### config.mk
export PLATFORM = sky130hd
export DESIGN_NAME = sorted_expiry_timer_queue_unit
export DESIGN_NICKNAME = d
export VERILOG_FILES = /design/src/setq_pkg.sv /design/src/sorted_expiry_timer_queue_unit.sv
export VERILOG_INCLUDE_DIRS = /design/src /design/src/src
export SDC_FILE = /design/constraint.sdc
export NUM_CORES = 2
export LEC_CHECK = 0
export BUFFER_PORTS_ARGS = -buffer_cell sky130_fd_sc_hd__buf_4
export CAP_MARGIN = 10
export CORE_MARGIN = 10
export CORE_UTILIZATION = 33
export DETAILED_ROUTE_END_ITERATION = 10
export PLACE_DENSITY = 0.45
export SLEW_MARGIN = 40
export SYNTH_ARGS = -nofsm -noshare
export SYNTH_HDL_FRONTEND = slang
export SYNTH_SLANG_ARGS = --single-unit
### constraint.sdc
create_clock -name clk -period 6 [get_ports clk]
set_input_delay 0.6 -clock clk [delete_from_list [all_inputs] [get_ports clk]]
set_output_delay 0.6 -clock clk [all_outputs]
set_load 0.01 [all_outputs]
### src/sorted_expiry_timer_queue_unit_defines.svh
// ----------------------------------------------------------------------------
// Sorted expiry timer queue: assertion macros
// Shared property wrappers, clocked on clk and disabled while arst_n is low.
// ----------------------------------------------------------------------------
`ifndef SORTED_EXPIRY_TIMER_QUEUE_UNIT_DEFINES_SVH
`define SORTED_EXPIRY_TIMER_QUEUE_UNIT_DEFINES_SVH

// Check cons in the same cycle as ante
`define SETQ_CHECK(label, ante, cons) \
	label: assert property (@(posedge clk) disable iff (!arst_n) (ante) |-> (cons)) \
		else $error("timer queue check failed");

// Check cons in the cycle after ante
`define SETQ_CHECK_NEXT(label, ante, cons) \
	label: assert property (@(posedge clk) disable iff (!arst_n) (ante) |=> (cons)) \
		else $error("timer queue check failed");

`endif

### src/setq_pkg.sv
// ----------------------------------------------------------------------------
// Sorted expiry timer queue package
// Sizes, request codes and result status codes.
// ----------------------------------------------------------------------------
package setq_pkg;

	localparam int CAPACITY    = 64;
	localparam int NUM_HANDLES = 64;
	localparam int HDL_BITS    = 6;
	localparam int TIME_BITS   = 32;
	localparam int CNT_BITS    = 7;
	localparam int ACT_BITS    = 2;
	localparam int STAT_BITS   = 3;

	localparam logic [CNT_BITS-1:0] CAP_CNT = CNT_BITS'(CAPACITY);

	typedef logic [HDL_BITS-1:0]  hdl_t;
	typedef logic [TIME_BITS-1:0] time_t;
	typedef logic [CNT_BITS-1:0]  cnt_t;

	// Request codes
	localparam logic [ACT_BITS-1:0] ACT_ADD    = 2'd0;
	localparam logic [ACT_BITS-1:0] ACT_ADJUST = 2'd1;
	localparam logic [ACT_BITS-1:0] ACT_DELETE = 2'd2;
	localparam logic [ACT_BITS-1:0] ACT_TICK   = 2'd3;

	// Result status codes
	localparam logic [STAT_BITS-1:0] ST_DONE    = 3'd0;
	localparam logic [STAT_BITS-1:0] ST_PRESENT = 3'd1;
	localparam logic [STAT_BITS-1:0] ST_ABSENT  = 3'd2;
	localparam logic [STAT_BITS-1:0] ST_EXPIRED = 3'd3;
	localparam logic [STAT_BITS-1:0] ST_NONE    = 3'd4;

endpackage

### src/sorted_expiry_timer_queue_unit.sv
// ----------------------------------------------------------------------------
// Sorted expiry timer queue
// Up to 64 timers kept in ascending expiry order in a circular order memory.
// ----------------------------------------------------------------------------
// Usage:
//   Request channel (in_valid / in_stall): action, handle, expiry, now.
//   A request is taken when in_valid is high and in_stall is low. in_stall
//   is high while a request is being worked on.
//   Result channel (out_valid / out_stall): status, expired_handle, last.
//   Add, adjust and delete give one result; tick gives one result per
//   expired timer in queue order, or one "none expired" result. last marks
//   the final result of a request.
//   Sequencing: a single comparator and two memories with one read and one write
//   port (order list, expiry store) are stepped by a sequencer. Insert
//   examines one entry at a time from the tail (read, expiry fetch, compare);
//   delete scans every entry from the head (read, check); tick first counts
//   the due timers from the head, then reads and emits one result per timer.
//   An error result goes from the idle state straight to the response state.
//   The result register frees the request side: a new request may be taken
//   while the last result still waits; a stalled result holds its value and
//   stalls the sequencer only when it needs to deliver another result.
//   Reset clears the present flags, the count and the head pointer; the
//   memories need no clearing, so the block is ready right after reset.
// ----------------------------------------------------------------------------
`include "sorted_expiry_timer_queue_unit_defines.svh"

module sorted_expiry_timer_queue_unit
	import setq_pkg::*;
(
	input  logic                 clk,
	input  logic                 arst_n,
	input  logic                 in_valid,
	output logic                 in_stall,
	input  logic [ACT_BITS-1:0]  action,
	input  logic [HDL_BITS-1:0]  handle,
	input  logic [TIME_BITS-1:0] expiry,
	input  logic [TIME_BITS-1:0] now,
	output logic                 out_valid,
	input  logic                 out_stall,
	output logic [STAT_BITS-1:0] status,
	output logic [HDL_BITS-1:0]  expired_handle,
	output logic                 last
);

	// Sequencer states
	localparam logic [3:0] S_IDLE = 4'd0;
	localparam logic [3:0] S_RESP = 4'd1;
	localparam logic [3:0] S_DRD  = 4'd2;
	localparam logic [3:0] S_DCHK = 4'd3;
	localparam logic [3:0] S_ITOP = 4'd4;
	localparam logic [3:0] S_IEXP = 4'd5;
	localparam logic [3:0] S_ICMP = 4'd6;
	localparam logic [3:0] S_TTOP = 4'd7;
	localparam logic [3:0] S_TEXP = 4'd8;
	localparam logic [3:0] S_TCMP = 4'd9;
	localparam logic [3:0] S_ERD  = 4'd10;
	localparam logic [3:0] S_EOUT = 4'd11;

	logic [3:0]             state_q;
	logic [ACT_BITS-1:0]    act_q;
	hdl_t                   hdl_q;
	time_t                  key_q;
	hdl_t                   cur_hdl_q;
	cnt_t                   idx_q;
	cnt_t                   cnt_q;
	cnt_t                   tk_q;
	hdl_t                   head_q;
	logic                   found_q;
	logic [STAT_BITS-1:0]   stat_q;
	logic [NUM_HANDLES-1:0] present_q;

	logic                   out_valid_q;
	logic [STAT_BITS-1:0]   status_q;
	hdl_t                   exp_hdl_q;
	logic                   last_q;

	// Memories
	hdl_t                   ord_mem [NUM_HANDLES];
	time_t                  exp_mem [NUM_HANDLES];
	hdl_t                   ord_rdata_q;
	time_t                  exp_rdata_q;

	logic                   in_accept;
	logic                   out_free;
	logic                   out_load;
	logic [STAT_BITS-1:0]   nxt_status;
	hdl_t                   nxt_hdl;
	logic                   nxt_last;
	cnt_t                   idx_m1;
	cnt_t                   rd_sum;
	cnt_t                   wr_sum;
	hdl_t                   ord_raddr;
	hdl_t                   ord_waddr;
	hdl_t                   ord_wdata;
	logic                   ord_we;
	logic                   exp_we;
	logic                   key_lt;
	logic                   emit_last;

	assign in_accept = in_valid && !in_stall;
	assign in_stall  = (state_q != S_IDLE);
	assign out_free  = !out_valid_q || !out_stall;

	// Shared comparator: stored expiry strictly above the key
	assign key_lt = (exp_rdata_q > key_q);

	// Address arithmetic relative to the queue head, wrapping at depth
	assign idx_m1    = idx_q - cnt_t'(1);
	assign rd_sum    = cnt_t'(head_q) + ((state_q == S_ITOP) ? idx_m1 : idx_q);
	assign wr_sum    = cnt_t'(head_q) + ((state_q == S_DCHK) ? idx_m1 : idx_q);
	assign ord_raddr = rd_sum[HDL_BITS-1:0];
	assign ord_waddr = wr_sum[HDL_BITS-1:0];

	// Order memory writes: shift down on delete, shift up or place on insert
	assign ord_we = ((state_q == S_DCHK) && found_q) ||
		((state_q == S_ITOP) && (idx_q == '0)) || (state_q == S_ICMP);
	always_comb begin
		if (state_q == S_DCHK) begin
			ord_wdata = ord_rdata_q;
		end else if ((state_q == S_ICMP) && key_lt) begin
			ord_wdata = cur_hdl_q;
		end else begin
			ord_wdata = hdl_q;
		end
	end

	// Store the new expiry when an add or adjust is taken
	assign exp_we = in_accept &&
		(((action == ACT_ADD) && !present_q[handle] && (cnt_q < CAP_CNT)) ||
		((action == ACT_ADJUST) && present_q[handle]));

	always_ff @(posedge clk) begin
		if (ord_we) begin
			ord_mem[ord_waddr] <= ord_wdata;
		end
		ord_rdata_q <= ord_mem[ord_raddr];
	end

	always_ff @(posedge clk) begin
		if (exp_we) begin
			exp_mem[handle] <= expiry;
		end
		exp_rdata_q <= exp_mem[ord_rdata_q];
	end

	// Result selection
	assign emit_last = (idx_q == (tk_q - cnt_t'(1)));
	always_comb begin
		out_load   = 1'b0;
		nxt_status = stat_q;
		nxt_hdl    = '0;
		nxt_last   = 1'b1;
		if (state_q == S_RESP) begin
			out_load = out_free;
		end else if (state_q == S_EOUT) begin
			out_load   = out_free;
			nxt_status = ST_EXPIRED;
			nxt_hdl    = ord_rdata_q;
			nxt_last   = emit_last;
		end
	end

	// Result register
	always_ff @(posedge clk or negedge arst_n) begin
		if (!arst_n) begin
			out_valid_q <= 1'b0;
			status_q    <= ST_DONE;
			exp_hdl_q   <= '0;
			last_q      <= 1'b0;
		end else if (out_load) begin
			out_valid_q <= 1'b1;
			status_q    <= nxt_status;
			exp_hdl_q   <= nxt_hdl;
			last_q      <= nxt_last;
		end else if (!out_stall) begin
			out_valid_q <= 1'b0;
		end
	end

	assign out_valid      = out_valid_q;
	assign status         = status_q;
	assign expired_handle = exp_hdl_q;
	assign last           = last_q;

	// Sequencer
	always_ff @(posedge clk or negedge arst_n) begin
		if (!arst_n) begin
			state_q   <= S_IDLE;
			act_q     <= ACT_ADD;
			hdl_q     <= '0;
			key_q     <= '0;
			cur_hdl_q <= '0;
			idx_q     <= '0;
			cnt_q     <= '0;
			tk_q      <= '0;
			head_q    <= '0;
			found_q   <= 1'b0;
			stat_q    <= ST_DONE;
			present_q <= '0;
		end else begin
			unique case (state_q)
				S_IDLE: begin
					if (in_accept) begin
						act_q   <= action;
						hdl_q   <= handle;
						key_q   <= (action == ACT_TICK) ? now : expiry;
						idx_q   <= '0;
						found_q <= 1'b0;
						stat_q  <= ST_DONE;
						unique case (action)
							ACT_ADD: begin
								if (present_q[handle] || (cnt_q >= CAP_CNT)) begin
									stat_q  <= ST_PRESENT;
									state_q <= S_RESP;
								end else begin
									present_q[handle] <= 1'b1;
									idx_q             <= cnt_q;
									state_q           <= S_ITOP;
								end
							end
							ACT_ADJUST: begin
								if (!present_q[handle]) begin
									stat_q  <= ST_ABSENT;
									state_q <= S_RESP;
								end else begin
									state_q <= S_DRD;
								end
							end
							ACT_DELETE: begin
								if (!present_q[handle]) begin
									stat_q  <= ST_ABSENT;
									state_q <= S_RESP;
								end else begin
									present_q[handle] <= 1'b0;
									state_q           <= S_DRD;
								end
							end
							default: begin
								state_q <= S_TTOP;
							end
						endcase
					end
				end
				S_RESP: begin
					if (out_free) begin
						state_q <= S_IDLE;
					end
				end
				// Delete scan: find the handle, pull later entries down by one
				S_DRD: begin
					state_q <= S_DCHK;
				end
				S_DCHK: begin
					if (!found_q && (ord_rdata_q == hdl_q)) begin
						found_q <= 1'b1;
					end
					if (idx_q == (cnt_q - cnt_t'(1))) begin
						cnt_q <= cnt_q - cnt_t'(1);
						if (act_q == ACT_ADJUST) begin
							idx_q   <= cnt_q - cnt_t'(1);
							state_q <= S_ITOP;
						end else begin
							stat_q  <= ST_DONE;
							state_q <= S_RESP;
						end
					end else begin
						idx_q   <= idx_q + cnt_t'(1);
						state_q <= S_DRD;
					end
				end
				// Insert from the tail: move later-expiring entries up by one
				S_ITOP: begin
					if (idx_q == '0) begin
						cnt_q   <= cnt_q + cnt_t'(1);
						stat_q  <= ST_DONE;
						state_q <= S_RESP;
					end else begin
						state_q <= S_IEXP;
					end
				end
				S_IEXP: begin
					cur_hdl_q <= ord_rdata_q;
					state_q   <= S_ICMP;
				end
				S_ICMP: begin
					if (key_lt) begin
						idx_q   <= idx_m1;
						state_q <= S_ITOP;
					end else begin
						cnt_q   <= cnt_q + cnt_t'(1);
						stat_q  <= ST_DONE;
						state_q <= S_RESP;
					end
				end
				// Tick count pass: walk from the head while entries are due
				S_TTOP: begin
					if (idx_q == cnt_q) begin
						tk_q  <= idx_q;
						idx_q <= '0;
						if (idx_q == '0) begin
							stat_q  <= ST_NONE;
							state_q <= S_RESP;
						end else begin
							state_q <= S_ERD;
						end
					end else begin
						state_q <= S_TEXP;
					end
				end
				S_TEXP: begin
					state_q <= S_TCMP;
				end
				S_TCMP: begin
					if (!key_lt) begin
						idx_q   <= idx_q + cnt_t'(1);
						state_q <= S_TTOP;
					end else begin
						tk_q  <= idx_q;
						idx_q <= '0;
						if (idx_q == '0) begin
							stat_q  <= ST_NONE;
							state_q <= S_RESP;
						end else begin
							state_q <= S_ERD;
						end
					end
				end
				// Tick emit pass: one result per due entry, then advance head
				S_ERD: begin
					state_q <= S_EOUT;
				end
				S_EOUT: begin
					if (out_free) begin
						present_q[ord_rdata_q] <= 1'b0;
						if (emit_last) begin
							head_q  <= head_q + tk_q[HDL_BITS-1:0];
							cnt_q   <= cnt_q - tk_q;
							state_q <= S_IDLE;
						end else begin
							idx_q   <= idx_q + cnt_t'(1);
							state_q <= S_ERD;
						end
					end
				end
				default: begin
					state_q <= S_IDLE;
				end
			endcase
		end
	end

	// Assertions
	`SETQ_CHECK(a_cnt_bound, 1'b1, cnt_q <= CAP_CNT)
	`SETQ_CHECK(a_cnt_matches_flags, state_q == S_IDLE, $countones(present_q) == int'(cnt_q))
	`SETQ_CHECK_NEXT(a_expired_cleared, out_load && (nxt_status == ST_EXPIRED),
		!present_q[exp_hdl_q])
	`SETQ_CHECK_NEXT(a_add_sets_flag,
		in_accept && (action == ACT_ADD) && !present_q[handle] && (cnt_q < CAP_CNT),
		present_q[$past(handle)])

endmodule
Word-level counts from Yosys, hierarchy flattened
Memories as Yosys holds them, arrays and structs flattened. A register that Yosys moved wholly into a read port is not among the register bits.
Index checks and enable logic that the tools add are counted.
- flip-flop bits (word level): 156
- bits in writable memories: 2432
- input port bits: 76
- output and inout bits: 12
- logic and storage cells: 198
- memories kept: 2
- add/sub/neg operators: 9
- magnitude comparators: 7
- equal/unequal tests: 37
- multiplexer cells: 81
- bitwise logic cells: 5
- reduce and logical (&&, ||, !) cells: 41
- memories (memory ; depth ; width ; rd ports ; clocked after Yosys merged registers in ; wr ports ; RTL line ; text):
    exp_mem ; 64 ; 32 ; 1 ; 1 ; 1 ; sorted_expiry_timer_queue_unit.sv:79 ; time_t exp_mem [NUM_HANDLES];
    ord_mem ; 64 ; 6 ; 1 ; 1 ; 1 ; sorted_expiry_timer_queue_unit.sv:78 ; hdl_t ord_mem [NUM_HANDLES];
- operator list (cell ; count):
    2-to-1 mux 64 bit ; 4
    case mux 64 bit (2 select lines) ; 2
    bitwise AND 64 bit ; 2
    NOT 64 bit ; 2
    2-to-1 mux 7 bit ; 17
    bitwise OR 64 bit ; 1
    case mux 4 bit (12 select lines) ; 1
    2-to-1 mux 3 bit ; 14
    case mux 7 bit (6 select lines) ; 1
    2-to-1 mux 6 bit ; 6
    greater-than comparator 32 bit ; 1
    2-to-1 mux 32 bit ; 1
    2-to-1 mux 4 bit ; 8
    case mux 7 bit (4 select lines) ; 1
    == test 7 bit ; 3
    subtractor 7 x 1 -> 7 bit (second input constant) ; 3
    != test 2 bit (second input constant) ; 10
    adder 6 bit ; 3
    case mux 3 bit (6 select lines) ; 1
    == test 4 x 3 -> 1 bit (second input constant) ; 4
    == test 4 bit (second input constant) ; 4
    2-to-1 mux 1 bit ; 16
    adder 7 x 1 -> 7 bit (second input constant) ; 2
    < comparator 6 x 7 -> 1 bit (second input constant) ; 2
    34 further kinds ; 71

Depth between registers and ports, before layout
- depth after elaboration: 10
- depth in mapped cells: 17
- mapped depth without buffers: 15

Worst setup path before layout
No wires, ideal clock.
- kind: input-to-reg
- from: input port handle[2]
- to: memory exp_mem[11][0] (netlist bit) (enable)
- library setup time: 0.502 ns
- arrival: 5.581 ns
- required time: 5.498 ns
- path slack: -0.083 ns
- cell stages on the path: 9
- path buffers: 2
- path through: buf_4 -> mux2_4 -> a22o_1 -> o31ai_1 -> nand4_1 -> nor3_2 -> mux2i_1 -> clkbuf_1 -> nor4_1
- longest elaborated chain between the ends: 9
- elaborated cells between the ends (all ways): 10
- classes of those cells: mux: 4; reduce/logical: 6
- RTL lines (item ; RTL line ; text):
    from (decl) ; sorted_expiry_timer_queue_unit.sv:35 ; input logic [HDL_BITS-1:0] handle,
    binary-select mux 1 bit (select 6 bit) ; sorted_expiry_timer_queue_unit.sv:129, sorted_expiry_timer_queue_unit.sv:130 ;
    2-to-1 mux 1 bit (implied by the code) ; sorted_expiry_timer_queue_unit.sv:129, sorted_expiry_timer_queue_unit.sv:130 ;
    logical NOT 1 bit ; -- ;
    logical AND 1 bit (2 in series) ; sorted_expiry_timer_queue_unit.sv:129 ; (((action == ACT_ADD) && !present_q[handle] && (cnt_q < CAP_CNT)) ||
    logical OR 1 bit ; sorted_expiry_timer_queue_unit.sv:129 ;
    logical AND 1 bit ; sorted_expiry_timer_queue_unit.sv:128 ; assign exp_we = in_accept &&
    2-to-1 mux 1 bit ; sorted_expiry_timer_queue_unit.sv:140 ; if (exp_we) begin
    2-to-1 mux 1 bit (implied by the code) ; sorted_expiry_timer_queue_unit.sv:141 ; exp_mem[handle] <= expiry;
    to (decl) ; sorted_expiry_timer_queue_unit.sv:79 ;
Parallel ways exist; a longest one is shown, timed or not. The select of a mux whose other input is x is not followed.

Worst setup path after layout
- from: register state_q[3]
- to: register ord_rdata_q[5], read port of ord_mem
- longest elaborated chain between the ends: 3
- RTL lines (item ; RTL line ; text):
    from (decl) ; sorted_expiry_timer_queue_unit.sv:59 ; logic [3:0] state_q;
    from (signal assigned) ; sorted_expiry_timer_queue_unit.sv:188 ; state_q <= S_IDLE;
    from (signal assigned) ; sorted_expiry_timer_queue_unit.sv:214 ; state_q <= S_RESP;
    from (signal assigned) ; sorted_expiry_timer_queue_unit.sv:218 ; state_q <= S_ITOP;
    == test 4 x 3 -> 1 bit ; sorted_expiry_timer_queue_unit.sv:109 ; assign rd_sum = cnt_t'(head_q) + ((state_q == S_ITOP) ? idx_m1 : idx_q);
    2-to-1 mux 6 bit ; sorted_expiry_timer_queue_unit.sv:109 ;
    adder 6 bit ; sorted_expiry_timer_queue_unit.sv:109 ;
    to (decl) ; sorted_expiry_timer_queue_unit.sv:80 ; hdl_t ord_rdata_q;
Every way passes these cells.
A chain may end at the register's enable or synchronous reset.

==> qor.log <==
[outcome] outcome finished, final reports clean
[place] number of placed instances with taps included 9736
[finish] share of post-route cells with drive strength above 1 0.1696
[hold_path] path category of the worst min-delay check in2reg
[die] Die Y 571.9 µm
[yosys] synthesized net count 5935
[grt] met1 track utilization from global routing 0.2970
[grt] global-route congestion overflow total 0
[yosys] synth warn 0
[drt] average detailed-routed wire length per instance 33.64 µm
[sta] Final Max Tran Viols 0
[clock_network] post-cts sizing count 0
[yosys] top_reg_cell synth sky130_fd_sc_hd__edfxtp_1
[clock_network] setup bufs post-CTS 0
[sta] period utilisation layout 0.8218
[pwr] peak ir drop on the vdd network 311.2 µV
[sta] worst clock skew 128.7 ps
[die] number of placement rows 202
[die] initial standard-cell utilization of the core 0.3317
[grt] number of antenna violations at the first check in global routing 24
[yosys] share of synthesized area occupied by flip-flops and latches 0.7731
[setup_path] crit path DAT 5690 ps
[clock_network] CTS Buf Count 291
[finish] multi-input logic area 0.02195 mm²
[clock_network] clk_lat worst skew 930 ps
[clock_network] CTS Root Buffer Type sky130_fd_sc_hd__clkbuf_16
[finish] area growth from synthesis to layout 17.19%
[sta] Worst Tran Pin Value 915.3 ps
[sta] maximum clock frequency 0.2028 GHz
[drt] DRT antenna net count 0
[setup_path] Required @ worst endpoint 6760 ps
[clock_network] clock buffer depth 4
[clock_network] H-Tree Depth 5
[flow_run] number of max-capacitance violations reported 0
[yosys] number of flops mapped to enable cells by yosys 2432
[yosys] distinct cell type count after synthesis 79
[grt] global-route track usage on met2 0.3226
[die] core region area 0.3030 mm²
[drt] vias per std cell 5.792
[grt] vias in the first global route 58.00k
[pwr] Static Leakage 37.20 nW
[yosys] syn_area_per_cell 17.36 µm²
[sta] number of failing hold endpoints at the final stage 0
[setup_path] category of the worst setup path launch point flop
[finish] Sequential cell area 0.07770 mm²
[yosys] Syn Inst Count 5790
[clock_network] TritonCTS clock tree yes
[setup_path] Worst Path Max Fanout 40
[clock_network] clock sinks 2626
[sta] RSZ-0062 raised after global routing no
[hold_path] Hold Crit Depth 3
[drt] vias after detailed routing 59.62k
[grt] Most Crowded Layer GR met2
[setup_path] endpoint class of the critical path flop
[setup_path] depth of the worst register-to-register path 13
[yosys] number of storage elements in the synthesis netlist 2626
[finish] final core occ 0.3887
[sta] final setup violating endpoints 0
[place] port buffer count 87
[grt] global routing met3 resource utilization 0.03253
[die] IO Pins 88
[sta] time the final worst path needs with I/O delays and setup 4931 ps
[yosys] share of async-settable or async-resettable flops after synthesis 0.05941
[setup_path] critical path class reg2reg
[place] dpl hpwl 209300 µm
[drt] DRC violation count after routing 0
[finish] # nets final 6222
[finish] number of filler instances in the final layout 27.51k
[die] overall die area 0.3270 mm²
[yosys] cell area after synthesis 0.1005 mm²
[grt] largest net degree at the start of global routing 110
[clock_network] clock transition at the register clock pins on the worst setup and hold paths after CTS 60 ps
[drt] overall routed net length 346200 µm
[grt] All-Layer GR Usage 0.2044
[pwr] power density of the placed cells 464.3 mW/mm²
[setup_path] slack of the worst reg-to-reg path 1070 ps
[sta] max-slew headroom at the worst pin 0.3869
[grt] first-pass GRT wire length 480000 µm
[drt] total iterations of the first detailed-routing run 8
[finish] final instance count without filler cells 10.29k
[place] RD Place Congestion 0.8331
[drt] drt initial violations 7027
[die] Horiz. Die Dim 571.9 µm
-- worst max-delay path, cell delays in order, from the launching register on --
cell and delay (ps):
sky130_fd_sc_hd__dfrtp_1 400, sky130_fd_sc_hd__inv_1 80, sky130_fd_sc_hd__ha_1 310, sky130_fd_sc_hd__nand2b_1 180, sky130_fd_sc_hd__nor2_1 460, sky130_fd_sc_hd__xnor2_1 230
sky130_fd_sc_hd__ha_4 170, sky130_fd_sc_hd__inv_1 50, sky130_fd_sc_hd__fa_4 1210, sky130_fd_sc_hd__buf_12 320, sky130_fd_sc_hd__mux4_2 360, sky130_fd_sc_hd__mux4_2 520
sky130_fd_sc_hd__mux2i_1 290, sky130_fd_sc_hd__a21oi_1 120
-- registers in the layout, summed over array words and instances, names as in the netlist, named ones only --
name	flops
act_q	2
cnt_q	7
cur_hdl_q	6
exp_mem	2048
exp_rdata_q	32
expired_handle	6
found_q	1
hdl_q	6
head_q	6
idx_q	7
key_q	32
last	1
ord_mem	384
ord_rdata_q	6
out_valid	1
stat_q	3
state_q	4
status	3
tk_q	7
-- routing by layer --
layer  routed length, µm  vias to the layer above
li1                    -                    24760
met1              151700                    31840
met2              160000                     2593
met3               25750                      420
met4                8749                        8
met5                  55                        -
-- metrics by stage --
stage                     instance area [µm²]  setup slack (ps)  hold slack (ps)  setup TNS (ps)  power, mW
after global routing                   117800             835.0            37.03               0      56.70
after CTS                              117600              1056           0.2830               0      55.09
after detailed placement               108000             977.9            474.0               0      37.33
after global placement                 107600             667.0            467.9               0      37.12
final                                  117800              1069            51.71               0      54.69
after floorplan                        100500            -82.84            304.4          -91910      29.94
-- layout make-up --
type                            count  share of cell area
Sequential cell                  2626              0.6597
Multi-Input combinational cell   2703              0.1864
Clock buffer                      379             0.06638
Tap cell                         3978             0.04226
Timing Repair Buffer              384             0.02968
Clock inverter                    146             0.01322
Inverter                           71            0.002263
Antenna cell                        5           0.0001062
-- synth_stat cells (10+ instances only) --
cell type	n	area, µm²
sky130_fd_sc_hd__a211oi_1	11	82.58
sky130_fd_sc_hd__a21o_1	17	127.6
sky130_fd_sc_hd__a21oi_1	109	545.5
sky130_fd_sc_hd__a221oi_1	212	1857
sky130_fd_sc_hd__a22o_1	270	2365
sky130_fd_sc_hd__a22oi_1	612	4594
sky130_fd_sc_hd__a31oi_1	213	1333
sky130_fd_sc_hd__a32o_1	10	100.1
sky130_fd_sc_hd__and3_1	13	81.33
sky130_fd_sc_hd__buf_1	72	270.3
sky130_fd_sc_hd__buf_2	11	55.05
sky130_fd_sc_hd__clkbuf_1	297	1115
sky130_fd_sc_hd__dfrtp_1	156	3904
sky130_fd_sc_hd__dfxtp_1	38	760.7
sky130_fd_sc_hd__edfxtp_1	2432	73030
sky130_fd_sc_hd__ha_1	65	813.3
sky130_fd_sc_hd__inv_1	71	266.5
sky130_fd_sc_hd__mux2_2	24	270.3
sky130_fd_sc_hd__mux2i_1	60	600.6
sky130_fd_sc_hd__mux4_2	121	2725
sky130_fd_sc_hd__nand2_1	223	837.1
sky130_fd_sc_hd__nand2b_1	10	62.56
sky130_fd_sc_hd__nand3_1	53	265.3
sky130_fd_sc_hd__nand4_1	57	356.6
sky130_fd_sc_hd__nor2_1	124	465.5
sky130_fd_sc_hd__nor2b_1	18	112.6
sky130_fd_sc_hd__nor3_1	20	100.1
sky130_fd_sc_hd__nor3b_1	10	75.07
sky130_fd_sc_hd__nor4_1	113	706.9
sky130_fd_sc_hd__o211ai_1	12	90.09
sky130_fd_sc_hd__o21ai_0	77	385.4
sky130_fd_sc_hd__o22ai_1	65	406.6
sky130_fd_sc_hd__xnor2_1	43	376.6
sky130_fd_sc_hd__xor2_1	17	148.9
-- cell families (layout without fill, tap and decap cells) --
group           count (synthesis)  after routing  synth area share
compound gates               1677           1677            0.1242
xor+xnor                       60             60          0.005229
fa+ha+maj                      69             69          0.008889
buf+inv                       461            980           0.01803
flops                        2626           2626            0.7731
mux                           207            207           0.03604
other cells                     0              5                 0
simple gates                  690            690           0.03457
-- cell usage in the layout, fill, tap and decap left out, drive strengths merged, types with 57 or more instances in the layout --
master	count
inv	86
o22ai	65
mux2i	60
nand4	57
buf	365
clkbuf	380
dfrtp	156
nand2	223
a21oi	109
a22oi	612
nor2	124
clkinv	105
ha	65
edfxtp	2432
a221oi	212
o21ai	79
nor4	114
a31oi	213
a22o	270
mux4	121
-- timing repair --
action | CTS | global route
hold buffers | 18 | 0
setup endpoints to repair | 0 | 0
hold endpoints to repair | 125 | 0
-- report_power, final --
part	internal (mW)	switching, mW	leakage, nW	total [mW]
registers	20.9	0.518	24.2	21.4
logic	5.09	10.4	8.37	15.5
clock network	10.3	7.50	4.59	17.8
-- worst paths after layout --
| kind | from | to |
|---|---|---|
| max | state_q[3] | ord_rdata_q[5] |
| min | now[2] | key_q[2] |
| max reg2reg | state_q[3] | ord_rdata_q[5] |
| min reg2reg | key_q[22] | key_q[22] |
| max in group asynchronous | arst_n | key_q[4] |
| min in group asynchronous | arst_n | cnt_q[5] |
Note: power is estimated with default switching activity, not from simulation.
